[src/hdl/tcd_pkg.sv]
`timescale 1ns / 1ps
// Shared types and constants for the trilinear charge deposit block.
// No dependencies; every file but tcd_ram imports this package.
package tcd_pkg;

   // Node address width: the farthest node of a deposit is below 3 * 4096
   localparam int NODE_W = 14;
   // Trilinear weight intermediate and multiplier product widths
   localparam int A_W    = 45;
   localparam int PROD_W = 62;

   // Queue between the front and the back
   localparam int QDEPTH = 4;
   localparam int QPTR_W = 2;
   localparam int QCNT_W = 3;

   // Request function codes
   localparam logic [1:0] FN_DEPOSIT = 2'd0;
   localparam logic [1:0] FN_READ    = 2'd1;
   localparam logic [1:0] FN_WRITE   = 2'd2;

   // Response status codes
   localparam logic [1:0] ST_OK    = 2'd0;
   localparam logic [1:0] ST_RANGE = 2'd1;
   localparam logic [1:0] ST_SAT   = 2'd2;

   // Register indexes of the configuration port
   localparam logic [1:0] CSR_CHARGE_SCALE = 2'd0;
   localparam logic [1:0] CSR_STRIDE_Y     = 2'd1;
   localparam logic [1:0] CSR_STRIDE_Z     = 2'd2;

   // Operations carried by a queue word
   localparam logic [1:0] WOP_NOP   = 2'd0;
   localparam logic [1:0] WOP_READ  = 2'd1;
   localparam logic [1:0] WOP_WRITE = 2'd2;
   localparam logic [1:0] WOP_ADD   = 2'd3;

   // One node operation handed from the front to the back
   typedef struct packed {
      logic [1:0]        op;
      logic [NODE_W-1:0] node;
      logic [31:0]       value;   // weight for an add, data for a write
      logic              wsat;    // weight was clipped to 32 bits
      logic [1:0]        status;  // status of a no-op word
      logic              last;    // closes the item, a response follows
      logic              batch;
   } word_type;

   typedef struct packed {
      logic [31:0] charge_scale;
      logic [11:0] stride_y;
      logic [11:0] stride_z;
   } cfg_type;

   typedef struct packed {
      logic full;
      logic empty;
   } qstat_type;

endpackage

[src/hdl/tcd_fifo.sv]
`timescale 1ns / 1ps
// Short word queue between the deposit front and the memory back.
// Depends on tcd_pkg.
module tcd_fifo (
   input  logic              clock,
   input  logic              reset,
   input  logic              push,
   input  tcd_pkg::word_type push_word,
   input  logic              pop,
   output tcd_pkg::word_type head_word,
   output tcd_pkg::qstat_type qstat
);
   import tcd_pkg::*;

   word_type            slot_ff [QDEPTH];
   logic [QPTR_W-1:0]   wr_ptr_ff, wr_ptr_in;
   logic [QPTR_W-1:0]   rd_ptr_ff, rd_ptr_in;
   logic [QCNT_W-1:0]   count_ff, count_in;
   logic                do_push, do_pop;

   assign qstat.full  = (count_ff == QCNT_W'(QDEPTH));
   assign qstat.empty = (count_ff == '0);
   assign do_push     = push && !qstat.full;
   assign do_pop      = pop && !qstat.empty;
   assign head_word   = slot_ff[rd_ptr_ff];

   // pointer and fill count
   always_comb begin
      wr_ptr_in = do_push ? wr_ptr_ff + 1'b1 : wr_ptr_ff;
      rd_ptr_in = do_pop ? rd_ptr_ff + 1'b1 : rd_ptr_ff;
      count_in  = count_ff;
      if (do_push && !do_pop) begin
         count_in = count_ff + 1'b1;
      end else if (do_pop && !do_push) begin
         count_in = count_ff - 1'b1;
      end
   end

   always_ff @(posedge clock) begin
      if (reset) begin
         wr_ptr_ff <= '0;
         rd_ptr_ff <= '0;
         count_ff  <= '0;
      end else begin
         wr_ptr_ff <= wr_ptr_in;
         rd_ptr_ff <= rd_ptr_in;
         count_ff  <= count_in;
      end
   end

   always_ff @(posedge clock) begin
      if (do_push) begin
         slot_ff[wr_ptr_ff] <= push_word;
      end
   end

endmodule

[config.mk]
export PLATFORM = sky130hd
export DESIGN_NAME = tcd_fifo
export DESIGN_NICKNAME = d
export VERILOG_FILES = /design/src/hdl/tcd_pkg.sv /design/src/hdl/tcd_fifo.sv
export SDC_FILE = /design/constraint.sdc
export NUM_CORES = 1
export LEC_CHECK = 0
export BUFFER_PORTS_ARGS = -buffer_cell sky130_fd_sc_hd__buf_2
export CAP_MARGIN = 40
export CELL_PAD_IN_SITES_DETAIL_PLACEMENT = 1
export CELL_PAD_IN_SITES_GLOBAL_PLACEMENT = 2
export CORE_AREA = 8 8 137 139
export CTS_BUF_LIST = sky130_fd_sc_hd__clkbuf_4
export DETAILED_ROUTE_END_ITERATION = 10
export DIE_AREA = 0 0 145 147
export GPL_TIMING_DRIVEN = 0
export PLACE_DENSITY_LB_ADDON = 0.1
export SYNTH_ARGS = -nofsm -noshare
export SYNTH_HDL_FRONTEND = slang
export SYNTH_SLANG_ARGS = --single-unit
[constraint.sdc]
create_clock -name clock -period 4.7 [get_ports clock]
set_input_delay 0.94 -clock clock [delete_from_list [all_inputs] [get_ports clock]]
set_output_delay 0.94 -clock clock [all_outputs]
set_load 0.01 [all_outputs]
* Word level (Yosys, flattened, before mapping) *
Memory sizes are Yosys's and may differ from the RTL's. A register that Yosys moved wholly into a read port is not among the register bits.
Index checks and enable logic that the tools add are counted.

cells by class
  muxes and demuxes = 6
  reduce and logical (&&, ||, !) cells = 10
  $add $sub $neg = 4
  equal/unequal tests = 1

operators with widths
  kind                 count
  $mux 3               2
  $add 2x1->2 const B  2
  $logic_and 1x1->1    4
  $logic_not 1->1      4
  $mux 2               2
  $add 3x1->3 const B  1
  $eq 3x3->1 const B   1
  $logic_not 3->1      1
  $sub 3x1->3 const B  1
  $mux 1               2
  $reduce_bool 2->1    1

word-level totals
  memories kept = 1
  output and inout port bits = 55
  bits in writable memories = 212
  bits in registers = 7
  word-level logic and storage cells = 25

memories
  name     depth  bits a word  rd ports  clocked after memory_dff  write ports  line            source
  slot_ff  4      53           1         1                         1            tcd_fifo.sv:15  word_type slot_ff [QDEPTH];

* Depth between registers and ports, before layout *
  depth after elaboration = 7
  gate-level depth with buffers = 8
  mapped depth without buffers = 8

* Worst setup path before layout *
Ideal clock, no wire load.

  path kind = input port to flip-flop
  from = in push
  to = mem slot_ff[0][0] (netlist name) (enable)
  path buffers = 0
  arrival time = 2.472 ns
  setup slack = 1.812 ns
  setup time = 0.416 ns
  cell stages on the path = 3
  cell sequence = inv_1 nor2_2 and2_1

on the way
  word-level cells in the longest chain between the ends = 3

ends and longest elaborated chain
  element                       line            source
  start, declared               tcd_fifo.sv:7   input logic push,
  $logic_and 1x1->1             tcd_fifo.sv:23  assign do_push = push && !qstat.full;
  named net do_push             tcd_fifo.sv:19  logic do_push, do_pop;
  $mux 1                        tcd_fifo.sv:52  if (do_push) begin
  $mux 1 (implied by the code)  tcd_fifo.sv:53  slot_ff[wr_ptr_ff] <= push_word;
  end, declared                 tcd_fifo.sv:15

The timed path passes the listed nets, and every way through them passes these cells.

==> results.toml <==
[status]
status = "finished clean"

[power_and_ir_drop]
combPwrFrac = 0.245
p_seq_frac = 0.467
peakVddDrop_uv = 265
power.density_nw_per_um2 = 534
switchingPower_uw = 1390
p_sw_frac = 0.268
clock_power_share = 0.289
p_int_uw = 3810
p_leak_uw = 0.00338

[yosys]
synth_top_area_frac = 0.779
ys_ff_latch = 221
avgSynthCellArea_um2 = 25.1
yosys-top-cells-area = "edfxtp_1 78%, mux4_2 15%, dfxtp_1 2.2%, buf_12 1.2%, ha_1 0.77%"
synth_area_leader_cell = "edfxtp_1"
postSynthCellCount = 325
syn_area_um2 = 8170
seq_area_frac_synth = 0.801
syn_nets = 388
ys_types = 23
ys.warnings.count = 0

[route]
drt_iter0_markers = 125
vias = 3883
first_pass_iters = 4
wl_um = 16000
wl_per_cell_um = 21.1
via_per_inst = 5.13
postRouteAntennaNets = 0
drc = 0

[worst_hold_path]
whs_path_depth = 2
hold-path-endpoint = "wr_ptr_ff[1]$_SDFFE_PP0P_"
hold_path_startpoint = "wr_ptr_ff[1]$_SDFFE_PP0P_"
hold_path.class = "flop to flop"

[worst_setup_path]
rr_endpoint = "count_ff[2]$_SDFFE_PP0P_"
worst-path-max-fanout = 10
critPathRequiredTime_ns = 3.76
reg2regPathDepth = 8
r2r_start = "count_ff[0]$_SDFFE_PP0P_"
critPathCaptureType = "output pin"
worst_setup_path_start_kind = "flop"
worst-r2r-setup-slack_ns = 2.42
critPathKind = "flop to output pin"
arrival_ns = 2.17

[cts]
cts.sinks = 221
cts_tree = "yes"
cts_buffers = 53
cts_root_buffer = "clkbuf_4"
clock_path_buffers = 3
clock_latency_ns = 0.62
cts_max_level = 2
cts_resized = 0
postCtsSetupBuffers = 0
cts.reportedPaths.clkPinSlew_ns = 0.07
holdBufCountCts = 0

[layout]
fill_cells = 1481
seq_area_um2 = 6550
drive_gt1_frac = 0.498
diodes = 0
nNetsFinal = 557
multi_input_area_um2 = 1480
syn_to_final_growth_pct = 19.4

[sta]
slew_violations = 0
min_period_ns = 3.11
setup_ws_ns = 1.59
tightest_slew_ns = 0.456
fin_tns_setup_ns = 0
fmax_ghz = 0.321
rsz0062_at_grt = "false"
period_share = 0.663
slew_headroom = 0.696
whs_ns = 0.515
finalClockSkew_ns = 0.0234
finalSetupViolations = 0
hold_viol_final = 0

[global_route]
grt_util_all_layers = 0.151
antenna_found_initial = 1
grt_pass1_wl_um = 24600
grt_max_degree = 33
gr-total-overflow = 0
grt_pass1_vias = 4493

[floorplanning]
die_w_um = 145
rows = 48
die_area_um2 = 21300
core_um2 = 16800
dieHeight_um = 147
start_util = 0.488
ioPinCount = 112

[placed_design]
gp_congestion = 0.668
io_buffers = 110
dpl_worst_slack_ns = 1.93
hpwl_um = 9800

[run]
maxCapViolations = 0
-- cell usage in the layout (no fill, tap or decap), types with 2 or more instances in the layout --
cell type	count
mux4_2	53
and2_4	4
mux2i_1	2
or3_1	2
clkbuf_1	2
inv_2	2
buf_12	9
edfxtp_1	212
clkinv_1	13
ha_1	5
inv_1	4
buf_2	115
nor2_1	5
o21ai_0	2
nand2b_1	2
a21oi_1	2
clkbuf_4	76
xor2_1	4
dfxtp_1	9
-- through the flow --
step | area [um2] | cells | total power (uW) | utilization
floorplan | 8170 | 325 | 3320 | -
global placement | 9000 | 660 | 3750 | 0.537
detailed placement | 9090 | 664 | 3790 | 0.543
CTS | 9750 | 757 | 5320 | 0.582
global route | 9750 | 757 | 5480 | 0.582
finish | 9750 | 757 | 5200 | 0.582
-- sequential cells by signal, indices dropped and copies added, names as in the netlist, named ones only --
| name | flops |
|---|---|
| count_ff | 3 |
| rd_ptr_ff | 2 |
| slot_ff | 212 |
| wr_ptr_ff | 2 |
-- cell type report --
type                       instances  area share
clock inverter                    17     0.00936
inverter                           4     0.00154
buffer                            13      0.0148
clock buffer                      76      0.0585
multi-input combinational         87       0.151
sequential                       221       0.671
tap                              225      0.0289
timing repair buffer             114      0.0646
-- layer usage --
metal,wire length (um),vias up,global-route usage
li1,-,1744,-
met5,11,-,0
met4,259,2,0.0510
met1,6470,2002,0.171
met3,858,30,0.0511
met2,8390,105,0.264
-- logic make-up after synthesis --
family | synth area share
DFF | 0.801
muxes | 0.149
buffers and inverters | 0.0194
and+or+nand+nor | 0.0113
AOI/OAI and AO/OA | 0.00505
adders and majority gates | 0.0101
xor gates and xnor gates | 0.00429
-- worst max path at each step --
stage / endpoint / from / slack [ns] / depth (start not counted)
2_1_floorplan: slot_ff[0][0]$_DFFE_PP_ / push / 1.81 / 3
4_1_cts: head_word[5] / flop / 1.47 / 4
6_report: head_word[5] / flop / 1.59 / 4
5_1_grt: head_word[5] / flop / 1.36 / 4
3_3_place_gp: slot_ff[1][15]$_DFFE_PP_ / push / 0.57 / 4
3_5_place_dp: count_ff[2]$_SDFFE_PP0P_ / push / 1.93 / 9
-- synthesized netlist by cell type --
library cell  count
nor2_2            1
nor2_1            5
nand2b_1          2
clkbuf_1          2
edfxtp_1        212
fa_1              1
or3_1             2
buf_12            5
o31ai_2           1
nor3b_2           1
o21ai_0           2
and2_1            4
dfxtp_1           9
buf_2             5
ha_1              5
xor2_1            4
o311ai_1          1
inv_1             4
mux2i_1           2
buf_6             1
nor3_1            1
mux4_2           53
a21oi_1           2
-- power by group through the flow --
stage / sequential, uW / combinational [uW] / clock (uW)
after floorplan: 2460 / 860 / 0
after global placement: 2470 / 1280 / 0
after detailed placement: 2470 / 1320 / 0
after CTS: 2430 / 1320 / 1570
after global routing: 2440 / 1390 / 1650
final: 2430 / 1270 / 1500
-- critical path: stages (launching register included) --
cell and delay [ns]:
dfxtp_1 0.31, clkbuf_1 0.34, buf_2 0.37, mux4_2 0.38, buf_2 0.16
(Power assumes the default switching activity.)
